**config.mk**
```make
export PLATFORM = sky130hd
export DESIGN_NAME = heading_error_to_waypoint_flat
export DESIGN_NICKNAME = d
export VERILOG_FILES = /design/src/rtl/core/hetw_pkg.sv /design/src/rtl/core/hetw_if.sv /design/src/rtl/core/hetw_cordic_cell.sv /design/src/rtl/core/hetw_wrap.sv /design/src/rtl/core/heading_error_to_waypoint.sv /design/src/flat_wrapper.sv
export VERILOG_INCLUDE_DIRS = /design/src /design/src/rtl/core
export SDC_FILE = /design/constraint.sdc
export NUM_CORES = 2
export LEC_CHECK = 0
export BUFFER_PORTS_ARGS = -buffer_cell sky130_fd_sc_hd__buf_2
export CORE_AREA = 2 2 506 508
export CTS_CLUSTER_DIAMETER = 200
export DETAILED_ROUTE_END_ITERATION = 8
export DIE_AREA = 0 0 508 510
export GPL_ROUTABILITY_DRIVEN = 0
export PLACE_DENSITY_LB_ADDON = 0.05
export SLEW_MARGIN = 20
export SYNTH_ARGS = -nofsm -noshare
export SYNTH_HDL_FRONTEND = slang
export SYNTH_SLANG_ARGS = --single-unit
```
**constraint.sdc**
```tcl
create_clock -name clk_i -period 12.3 [get_ports clk_i]
set_clock_uncertainty 0.15 [all_clocks]
set_input_delay 2.46 -clock clk_i [delete_from_list [all_inputs] [get_ports clk_i]]
set_output_delay 2.46 -clock clk_i [all_outputs]
set_load 0.02 [all_outputs]
```
**src/rtl/core/heading_error_to_waypoint_defines.svh**
```systemverilog
// ----------------------------------------------------------------------------
// Heading error to waypoint: assertion macros
// Shared property wrappers, clocked on clk_i and masked while in reset.
// ----------------------------------------------------------------------------
`ifndef HEADING_ERROR_TO_WAYPOINT_DEFINES_SVH
`define HEADING_ERROR_TO_WAYPOINT_DEFINES_SVH

// Implication checked at every edge out of reset
`define HETW_ASSERT_IMP(lbl, ante, cons, msg) \
  lbl: assert property (@(posedge clk_i) disable iff (!rst_ni) (ante) |-> (cons)) \
    else $error(msg);

// Invariant checked at every edge out of reset
`define HETW_ASSERT_ALW(lbl, expr, msg) \
  lbl: assert property (@(posedge clk_i) disable iff (!rst_ni) (expr)) \
    else $error(msg);

`endif

```
**src/rtl/core/hetw_pkg.sv**
```systemverilog
// ----------------------------------------------------------------------------
// Heading error to waypoint: package
// Widths, angle constants, arctangent table and the side-band beat type.
// ----------------------------------------------------------------------------
package hetw_pkg;

  localparam int unsigned COORD_BITS_DEF    = 24;
  localparam int unsigned CORDIC_STAGES_DEF = 16;
  localparam int unsigned GUARD_BITS        = 8;
  // headroom for sign, pre-negation and CORDIC gain
  localparam int unsigned GROW_BITS         = 3;

  localparam int unsigned HEAD_W = 16;
  localparam int unsigned TURN_W = 16;

  // angle accumulator in 2^-16 degree
  localparam int unsigned Z_W         = 27;
  localparam int unsigned ROUND_SHIFT = 9;
  localparam int unsigned BEAR_W      = Z_W - 1 - ROUND_SHIFT;
  localparam int unsigned DIFF_W      = HEAD_W + 2;

  localparam int unsigned FULL_TURN = 46080;
  localparam int unsigned HALF_TURN = 23040;
  localparam int unsigned Z_HALF    = 180 * 65536;
  localparam int unsigned Z_BIAS    = 360 * 65536 + 256;

  typedef struct packed {
    logic [HEAD_W-1:0] heading;
    logic              here;
  } side_t;

  // round(atan(2^-i) * 65536), degrees
  function automatic logic signed [Z_W-1:0] atan_lut(input int unsigned idx);
    logic signed [Z_W-1:0] v;
    case (idx)
      0:       v = Z_W'(2949120);
      1:       v = Z_W'(1740967);
      2:       v = Z_W'(919879);
      3:       v = Z_W'(466945);
      4:       v = Z_W'(234379);
      5:       v = Z_W'(117304);
      6:       v = Z_W'(58666);
      7:       v = Z_W'(29335);
      8:       v = Z_W'(14668);
      9:       v = Z_W'(7334);
      10:      v = Z_W'(3667);
      11:      v = Z_W'(1833);
      12:      v = Z_W'(917);
      13:      v = Z_W'(458);
      14:      v = Z_W'(229);
      15:      v = Z_W'(115);
      16:      v = Z_W'(57);
      17:      v = Z_W'(29);
      18:      v = Z_W'(14);
      19:      v = Z_W'(7);
      20:      v = Z_W'(4);
      21:      v = Z_W'(2);
      22:      v = Z_W'(1);
      default: v = '0;
    endcase
    return v;
  endfunction

endpackage

```
**src/rtl/core/hetw_if.sv**
```systemverilog
// ----------------------------------------------------------------------------
// Heading error to waypoint: channel interfaces
// Valid/ready channels for the offset beat and the turn beat.
// ----------------------------------------------------------------------------
interface hetw_in_if #(
  parameter int unsigned COORD_BITS = hetw_pkg::COORD_BITS_DEF
);
  logic                             valid;
  logic                             ready;
  logic        [hetw_pkg::HEAD_W-1:0] heading;
  logic signed [COORD_BITS-1:0]     east_offset;
  logic signed [COORD_BITS-1:0]     north_offset;

  modport source (output valid, heading, east_offset, north_offset, input ready);
  modport sink   (input valid, heading, east_offset, north_offset, output ready);
endinterface

interface hetw_out_if;
  logic                               valid;
  logic                               ready;
  logic signed [hetw_pkg::TURN_W-1:0] turn_angle;
  logic                               target_here;

  modport source (output valid, turn_angle, target_here, input ready);
  modport sink   (input valid, turn_angle, target_here, output ready);
endinterface

```
**src/rtl/core/hetw_cordic_cell.sv**
```systemverilog
// ----------------------------------------------------------------------------
// Heading error to waypoint: CORDIC cell
// One vectoring micro-rotation with its own valid/ready stage register.
// ----------------------------------------------------------------------------
module hetw_cordic_cell #(
  parameter int unsigned W     = 35,
  parameter int unsigned STAGE = 0
) (
  input  logic                           clk_i,
  input  logic                           rst_ni,
  input  logic                           valid_i,
  output logic                           ready_o,
  input  logic signed [W-1:0]            x_i,
  input  logic signed [W-1:0]            y_i,
  input  logic signed [hetw_pkg::Z_W-1:0] z_i,
  input  hetw_pkg::side_t                side_i,
  output logic                           valid_o,
  input  logic                           ready_i,
  output logic signed [W-1:0]            x_o,
  output logic signed [W-1:0]            y_o,
  output logic signed [hetw_pkg::Z_W-1:0] z_o,
  output hetw_pkg::side_t                side_o
);

  localparam logic signed [hetw_pkg::Z_W-1:0] ANG = hetw_pkg::atan_lut(STAGE);

  logic                            valid_q;
  logic signed [W-1:0]             x_q, x_d, y_q, y_d, xs, ys;
  logic signed [hetw_pkg::Z_W-1:0] z_q, z_d;
  hetw_pkg::side_t                 side_q;
  logic                            load;

  assign ready_o = !valid_q || ready_i;
  assign load    = valid_i && ready_o;

  assign xs = x_i >>> STAGE;
  assign ys = y_i >>> STAGE;

  // turn clockwise while the east part is not negative
  always_comb begin
    if (!y_i[W-1]) begin
      x_d = x_i + ys;
      y_d = y_i - xs;
      z_d = z_i + ANG;
    end else begin
      x_d = x_i - ys;
      y_d = y_i + xs;
      z_d = z_i - ANG;
    end
  end

  always_ff @(posedge clk_i or negedge rst_ni) begin
    if (!rst_ni) begin
      valid_q <= 1'b0;
    end else if (ready_o) begin
      valid_q <= valid_i;
    end
  end

  always_ff @(posedge clk_i) begin
    if (load) begin
      x_q    <= x_d;
      y_q    <= y_d;
      z_q    <= z_d;
      side_q <= side_i;
    end
  end

  assign valid_o = valid_q;
  assign x_o     = x_q;
  assign y_o     = y_q;
  assign z_o     = z_q;
  assign side_o  = side_q;

endmodule

```
**src/rtl/core/hetw_wrap.sv**
```systemverilog
// ----------------------------------------------------------------------------
// Heading error to waypoint: angle wrap
// Rounds the bearing to 1/128 degree and folds bearing minus heading
// into the half-open range -180..+180 degrees, over two register stages.
// ----------------------------------------------------------------------------
module hetw_wrap (
  input  logic                             clk_i,
  input  logic                             rst_ni,
  input  logic                             valid_i,
  output logic                             ready_o,
  input  logic signed [hetw_pkg::Z_W-1:0]  z_i,
  input  hetw_pkg::side_t                  side_i,
  output logic                             valid_o,
  input  logic                             ready_i,
  output logic signed [hetw_pkg::TURN_W-1:0] turn_o,
  output logic                             here_o
);

  localparam int unsigned ZW = hetw_pkg::Z_W;
  localparam int unsigned BW = hetw_pkg::BEAR_W;
  localparam int unsigned HW = hetw_pkg::HEAD_W;
  localparam int unsigned DW = hetw_pkg::DIFF_W;
  localparam int unsigned TW = hetw_pkg::TURN_W;

  localparam logic signed [ZW-1:0] BIAS   = ZW'(hetw_pkg::Z_BIAS);
  localparam logic        [BW-1:0] FULL_B = BW'(hetw_pkg::FULL_TURN);
  localparam logic        [HW-1:0] FULL_H = HW'(hetw_pkg::FULL_TURN);
  localparam logic signed [DW-1:0] FULL_D = DW'(hetw_pkg::FULL_TURN);
  localparam logic signed [DW-1:0] HALF_D = DW'(hetw_pkg::HALF_TURN);

  // stage A: bearing and heading reduced into one turn
  logic              a_valid_q, a_ready;
  logic signed [ZW-1:0] zp;
  logic [BW-1:0]     bq, bear_full;
  logic [HW-1:0]     bear_d, bear_q, head_d, head_q;
  logic              a_here_q;

  // stage B: turn beat
  logic                 b_valid_q, b_ready;
  logic signed [DW-1:0] diff, wrapped;
  logic signed [TW-1:0] turn_d, turn_q;
  logic                 b_here_q;

  assign b_ready = !b_valid_q || ready_i;
  assign a_ready = !a_valid_q || b_ready;
  assign ready_o = a_ready;

  // bias keeps the sum positive, so the shift is a plain floor
  assign zp        = z_i + BIAS;
  assign bq        = zp[ZW-2:hetw_pkg::ROUND_SHIFT];
  assign bear_full = (bq >= FULL_B) ? bq - FULL_B : bq;
  assign bear_d    = bear_full[HW-1:0];
  assign head_d    = (side_i.heading >= FULL_H) ? side_i.heading - FULL_H : side_i.heading;

  always_ff @(posedge clk_i or negedge rst_ni) begin
    if (!rst_ni) begin
      a_valid_q <= 1'b0;
    end else if (a_ready) begin
      a_valid_q <= valid_i;
    end
  end

  always_ff @(posedge clk_i) begin
    if (valid_i && a_ready) begin
      bear_q   <= bear_d;
      head_q   <= head_d;
      a_here_q <= side_i.here;
    end
  end

  assign diff = $signed({2'b00, bear_q}) - $signed({2'b00, head_q});

  always_comb begin
    if (diff <= -HALF_D) begin
      wrapped = diff + FULL_D;
    end else if (diff > HALF_D) begin
      wrapped = diff - FULL_D;
    end else begin
      wrapped = diff;
    end
  end

  assign turn_d = a_here_q ? '0 : wrapped[TW-1:0];

  always_ff @(posedge clk_i or negedge rst_ni) begin
    if (!rst_ni) begin
      b_valid_q <= 1'b0;
    end else if (b_ready) begin
      b_valid_q <= a_valid_q;
    end
  end

  always_ff @(posedge clk_i) begin
    if (a_valid_q && b_ready) begin
      turn_q   <= turn_d;
      b_here_q <= a_here_q;
    end
  end

  assign valid_o = b_valid_q;
  assign turn_o  = turn_q;
  assign here_o  = b_here_q;

endmodule

```
**src/rtl/core/heading_error_to_waypoint.sv**
```systemverilog
// Pipeline: offset beat -> pre-rotation register -> CORDIC cell registers -> wrap A, B.
// Throughput: one beat per cycle while the turn beat is taken; each CORDIC cell and
// the wrap stages hold their own valid flag, so bubbles close up behind a stalled turn beat.
// Reset: rst_ni clears every valid flag asynchronously; data registers keep
// whatever they hold.
// ----------------------------------------------------------------------------
// Heading error to waypoint
// Bearing of the waypoint by a chain of CORDIC vectoring cells, then the
// signed turn from the compass heading, wrapped to -180..+180 degrees.
// ----------------------------------------------------------------------------
`include "heading_error_to_waypoint_defines.svh"

module heading_error_to_waypoint #(
  parameter int unsigned COORD_BITS    = hetw_pkg::COORD_BITS_DEF,
  parameter int unsigned CORDIC_STAGES = hetw_pkg::CORDIC_STAGES_DEF
) (
  input  logic        clk_i,
  input  logic        rst_ni,
  hetw_in_if.sink     in_i,
  hetw_out_if.source  out_o
);

  localparam int unsigned GB = hetw_pkg::GUARD_BITS;
  localparam int unsigned CW = COORD_BITS + GB + hetw_pkg::GROW_BITS;
  localparam int unsigned ZW = hetw_pkg::Z_W;
  localparam int unsigned N  = CORDIC_STAGES;
  localparam int unsigned TW = hetw_pkg::TURN_W;

  localparam logic signed [TW-1:0] TURN_HI = TW'(hetw_pkg::HALF_TURN);
  localparam logic signed [TW-1:0] TURN_LO = TW'(1) - TURN_HI;

  logic                 cvalid [0:N];
  logic                 cready [0:N];
  logic signed [CW-1:0] cx     [0:N];
  logic signed [CW-1:0] cy     [0:N];
  logic signed [ZW-1:0] cz     [0:N];
  hetw_pkg::side_t      cside  [0:N];

  // pre-rotation stage: scale, fold the southern half plane
  logic signed [CW-1:0] east_sc, north_sc, x_d, y_d, x_q, y_q;
  logic signed [ZW-1:0] z_d, z_q;
  hetw_pkg::side_t      side_d, side_q;
  logic                 pre_valid_q, pre_ready, south;

  logic                 out_here, turn_zero, turn_in_range;

  assign east_sc  = {{hetw_pkg::GROW_BITS{in_i.east_offset[COORD_BITS-1]}},
                     in_i.east_offset, {GB{1'b0}}};
  assign north_sc = {{hetw_pkg::GROW_BITS{in_i.north_offset[COORD_BITS-1]}},
                     in_i.north_offset, {GB{1'b0}}};
  assign south    = in_i.north_offset[COORD_BITS-1];

  assign x_d = south ? -north_sc : north_sc;
  assign y_d = south ? -east_sc : east_sc;
  assign z_d = south ? ZW'(hetw_pkg::Z_HALF) : '0;

  assign side_d.heading = in_i.heading;
  assign side_d.here    = (in_i.east_offset == '0) && (in_i.north_offset == '0);

  assign pre_ready  = !pre_valid_q || cready[0];
  assign in_i.ready = pre_ready;

  always_ff @(posedge clk_i or negedge rst_ni) begin
    if (!rst_ni) begin
      pre_valid_q <= 1'b0;
    end else if (pre_ready) begin
      pre_valid_q <= in_i.valid;
    end
  end

  always_ff @(posedge clk_i) begin
    if (in_i.valid && pre_ready) begin
      x_q    <= x_d;
      y_q    <= y_d;
      z_q    <= z_d;
      side_q <= side_d;
    end
  end

  assign cvalid[0] = pre_valid_q;
  assign cx[0]     = x_q;
  assign cy[0]     = y_q;
  assign cz[0]     = z_q;
  assign cside[0]  = side_q;

  for (genvar k = 0; k < N; k++) begin : g_cell
    hetw_cordic_cell #(
      .W     (CW),
      .STAGE (k)
    ) u_cell (
      .clk_i   (clk_i),
      .rst_ni  (rst_ni),
      .valid_i (cvalid[k]),
      .ready_o (cready[k]),
      .x_i     (cx[k]),
      .y_i     (cy[k]),
      .z_i     (cz[k]),
      .side_i  (cside[k]),
      .valid_o (cvalid[k+1]),
      .ready_i (cready[k+1]),
      .x_o     (cx[k+1]),
      .y_o     (cy[k+1]),
      .z_o     (cz[k+1]),
      .side_o  (cside[k+1])
    );
  end

  hetw_wrap u_wrap (
    .clk_i   (clk_i),
    .rst_ni  (rst_ni),
    .valid_i (cvalid[N]),
    .ready_o (cready[N]),
    .z_i     (cz[N]),
    .side_i  (cside[N]),
    .valid_o (out_o.valid),
    .ready_i (out_o.ready),
    .turn_o  (out_o.turn_angle),
    .here_o  (out_o.target_here)
  );

  assign out_here      = out_o.valid && out_o.target_here;
  assign turn_zero     = (out_o.turn_angle == '0);
  assign turn_in_range = (out_o.turn_angle <= TURN_HI) && (out_o.turn_angle >= TURN_LO);

  // an empty output register must leave the whole chain open to a new beat
  `HETW_ASSERT_ALW(a_ready_open, (out_o.valid || in_i.ready), "input stalled with empty output")
  `HETW_ASSERT_IMP(a_here_zero, out_here, turn_zero, "target_here with non-zero turn")
  `HETW_ASSERT_IMP(a_turn_range, out_o.valid, turn_in_range, "turn angle outside half turn")

endmodule
```
**src/flat_wrapper.sv**
```systemverilog
// flat-port wrapper written by rule: the top's interface ports become plain ports
module heading_error_to_waypoint_flat 
#(
  parameter int unsigned COORD_BITS    = hetw_pkg::COORD_BITS_DEF,
  parameter int unsigned CORDIC_STAGES = hetw_pkg::CORDIC_STAGES_DEF
)
  (clk_i, rst_ni, in_i_valid, in_i_heading, in_i_east_offset, in_i_north_offset, in_i_ready, out_o_valid, out_o_turn_angle, out_o_target_here, out_o_ready);
  hetw_in_if #(.COORD_BITS(COORD_BITS)) in_i_i ();
  hetw_out_if out_o_i ();
  input  logic clk_i;
  input  logic rst_ni;
  input wire logic [$bits(in_i_i.valid)-1:0] in_i_valid;
  input wire logic [$bits(in_i_i.heading)-1:0] in_i_heading;
  input wire logic [$bits(in_i_i.east_offset)-1:0] in_i_east_offset;
  input wire logic [$bits(in_i_i.north_offset)-1:0] in_i_north_offset;
  output wire logic [$bits(in_i_i.ready)-1:0] in_i_ready;
  output wire logic [$bits(out_o_i.valid)-1:0] out_o_valid;
  output wire logic [$bits(out_o_i.turn_angle)-1:0] out_o_turn_angle;
  output wire logic [$bits(out_o_i.target_here)-1:0] out_o_target_here;
  input wire logic [$bits(out_o_i.ready)-1:0] out_o_ready;
  assign in_i_i.valid = in_i_valid;
  assign in_i_i.heading = in_i_heading;
  assign in_i_i.east_offset = in_i_east_offset;
  assign in_i_i.north_offset = in_i_north_offset;
  assign in_i_ready = in_i_i.ready;
  assign out_o_valid = out_o_i.valid;
  assign out_o_turn_angle = out_o_i.turn_angle;
  assign out_o_target_here = out_o_i.target_here;
  assign out_o_i.ready = out_o_ready;
  heading_error_to_waypoint #(.COORD_BITS(COORD_BITS), .CORDIC_STAGES(CORDIC_STAGES)) u_core (.clk_i(clk_i), .rst_ni(rst_ni), .in_i(in_i_i), .out_o(out_o_i));
endmodule
```
==> metrics.md <==
| Metric | Value |
|---|---|
| H-tree levels | `4` |
| Crit. End Element | `output port` |
| Post-synth top area share | `0.3982` |
| Minimum clock period | `8.285 ns` |
| CTS Hold Bufs | `0` |
| CTS tree | `done` |
| Post-route antenna net violation count | `0` |
| Post-synthesis adder-cell area fraction | `0.1384` |
| Ratio of cells with drive above 1 in the final layout | `0.04747` |
| Commonest cells post-synth | `1674 x edfxtp_1, 1342 x ha_1, 1307 x nor2_1` |
| Worst-path maximum fanout | `6` |
| Vias in the first global route | `approximately 91000` |
| Period utilization | `0.6735` |
| Most used flip-flop cell after synthesis | `edfxtp_1` |
| Max-Cap Viols | `0` |
| Iter 0 DRT Violations | `roughly 7000` |
| Total wire length | `roughly 320 mm` |
| Average routed wire per standard cell | `approximately 20 um` |
| Postcts setup bufs | `0` |
| Initial antenna violation count | `7` |
| Post-Syn Instances | `around 13000` |
| Worst-Margin Slew | `between 1 and 1.5 ns` |
| Status | `finished, final reports clean` |
| Via density | `roughly 5.8` |
| Fmax | `~120 MHz` |
| Die Area | `259100 um^2` |
| Worst-path clk slew | `about 0.060 ns` |
| Flop and latch count out of synthesis | `~1700` |
| EDFF count, synth | `roughly 1700` |
| Synth cell types | `93` |
| Max_slew headroom | `0.2361` |
| Post-synthesis mux area share | `0.005362` |
| Warnings, synthesis | `0` |
| Drt pass-1 iters | `6` |
| IO Count | `87` |
| Global route overflow | `0` |
| Unrepaired setup endpoints after global routing | `no` |
| Synth top area cells | `edfxtp_1 40%, ha_1 13%, xnor2_1 8.4%` |
| DRC | `0` |
| Post-synthesis cell area | `roughly 130000 um^2` |
| Cell row count | `185` |
| Die H | `slightly above 500 um` |
| Core area | `~250000 um^2` |
| Fraction of registers with async set/reset | `0.01122` |
| Worst Path Required | `roughly 9.7 ns` |
| Clk_lat worst skew | `around 0.85 ns` |
| Gr usage total | `0.2413` |
| Nets@finish | `roughly 14000` |
| Crit start category | `input pin` |
| Port Buffers | `86` |
| Total number of vias | `95240` |
| Setup CP Type | `in2out` |
| Clk sinks | `~1700` |
| WP data arrival | `about 5.7 ns` |
| Clock buffer count from CTS | `191` |
| Clock Path Buffers | `3` |
| Initial Util | `0.4981` |
| Area leader, netlist | `edfxtp_1` |
| Setup violators final | `0` |
| Setup_tns | `0 ns` |
| First-pass GRT wire length | `500.3 mm` |
| Syn-to-layout area delta | `9.134%` |
| Synth Area in Compound Gates | `0.1735` |
| Slew Viols, Final | `0` |
| Post-synthesis average cell area | `between 9 and 10 um^2` |
| Clock root buffer | `clkbuf_16` |
| Largest family of logic cells by synthesized area | `compound AO/OA/AOI/OAI gates` |
| XOR/XNOR Fraction of Synth Area | `0.1254` |
| Tightest Hold Check Type | `reg2reg` |
| Simple-Gate Fraction of Synth Area | `0.1329` |
| Top-count cell post-synth | `edfxtp_1` |
| Chip width | `508 um` |
| Detailed Place HPWL | `roughly 260 mm` |
| CTS resizes | `0` |
| Sequential area share after synthesis | `0.4019` |
| Largest net degree at the start of global routing | `between 70 and 80` |
| Hold Violations, Final | `0` |
flip-flops by register name (all words and copies together) (netlist names):
register	flops
u_core.cside	17
u_core.g_cell.u_cell.side_o	272
u_core.g_cell.u_cell.valid_o	16
u_core.g_cell.u_cell.x_o	454
u_core.g_cell.u_cell.y_o	465
u_core.g_cell.u_cell.z_o	361
u_core.pre_valid_q	1
u_core.u_wrap.a_here_q	1
u_core.u_wrap.a_valid_q	1
u_core.u_wrap.bear_q	16
u_core.u_wrap.head_q	16
u_core.u_wrap.here_o	1
u_core.u_wrap.turn_o	16
u_core.u_wrap.valid_o	1
u_core.x_q	27
u_core.y_q	27
u_core.z_q	1
critical path, stage by stage:
cell	delay, ns
buf_2	0.11
nor2b_1	0.27
nand3_1	0.17
nor2_1	0.23
buf_4	0.21
nand2_1	0.11
nor4_2	1.00
nand3_1	0.35
inv_1	0.13
nand4_1	0.33
buf_2	0.29
metrics by stage:
| step | utilization | area (um^2) | setup WS [ns] | std cells | hold slack [ns] |
|---|---|---|---|---|---|
| after floorplan | - | 126300 | 0.3888 | 12660 | 0.2503 |
| after global routing | 0.5436 | 137800 | 3.879 | 16370 | 0.2563 |
| final | 0.5436 | 137800 | 4.015 | 16370 | 0.2595 |
| after global placement | 0.5162 | 130800 | 3.876 | 16020 | 0.2504 |
| after CTS | 0.5435 | 137800 | 4.003 | 16370 | 0.2509 |
| after detailed placement | 0.5162 | 130800 | 4.027 | 16020 | 0.2545 |
cells in the final DEF (no fill, tap or decap), types with 37 or more instances in the layout:
cell type and count:
a211oi_1 109, and3_1 135, a21o_1 431, inv_1 599, o21bai_1 169, o21ai_0 569, nand2_1 592, nor2b_1 159
xnor2_1 1206, mux2_2 37, xor2_1 601, buf_4 56, o31ai_1 58, o211ai_1 44, nor2_1 1307, edfxtp_1 1674
nand2b_1 188, bufinv_16 41, o21a_1 211, or2_2 52, ha_1 1342, nand3_1 203, nor4_1 87, or4_1 44
a31oi_1 149, or3_1 108, a21oi_1 1236, o41ai_1 54, nor3_1 368, and2_1 81, buf_2 86, clkbuf_16 194
nand4_1 64
layer usage:
metal	up-vias	global-route usage	part of all wire
met3	552	0.02763	0.046
met1	45260	0.3141	0.44
met2	2334	0.4147	0.48
met4	4	0.08507	0.036
li1	47090	-	-
met5	-	0	0.000081
final timing paths:
| path | from | to | slack, ns | depth (start not counted) |
|---|---|---|---|---|
| worst max-delay path | out_o_ready | in_i_ready | 4.02 | 11 |
| worst min register to register | u_core.g_cell[8].u_cell.side_o[13] | u_core.g_cell[9].u_cell.side_o[13] | 0.26 | 0 |
| min in group asynchronous | rst_ni | u_core.g_cell[14].u_cell.valid_o | 1.50 | 1 |
| worst min-delay path | u_core.g_cell[8].u_cell.side_o[13] | u_core.g_cell[9].u_cell.side_o[13] | 0.26 | 0 |
| worst max register to register | u_core.g_cell[3].u_cell.x_o[6] | u_core.g_cell[4].u_cell.y_o[33] | 6.24 | 18 |
| max in group asynchronous | rst_ni | u_core.g_cell[1].u_cell.valid_o | 10.04 | 1 |
cell type report:
type / instances / area [um^2]
antenna: 2 / 5.005
clock buffer: 222 / 4960
clock inverter: 128 / 1962
fill: 22080 / 115700
inverter: 603 / 2263
multi-input combinational: 10210 / 72780
sequential: 1693 / 50740
tap: 3366 / 4212
timing repair buffer: 142 / 850.8
kinds of logic after synthesis:
group                    after synthesis
AO/OA/AOI/OAI                       3451
XOR/XNOR                            1807
adder cells (fa/ha/maj)             1376
buffers and inverters                759
flip-flops                          1693
multiplexers                          63
other                                  1
AND/OR/NAND/NOR                     3511
Power is not shown: default switching activity piles up to over one toggle a cycle in this logic, so the estimate is an artifact.
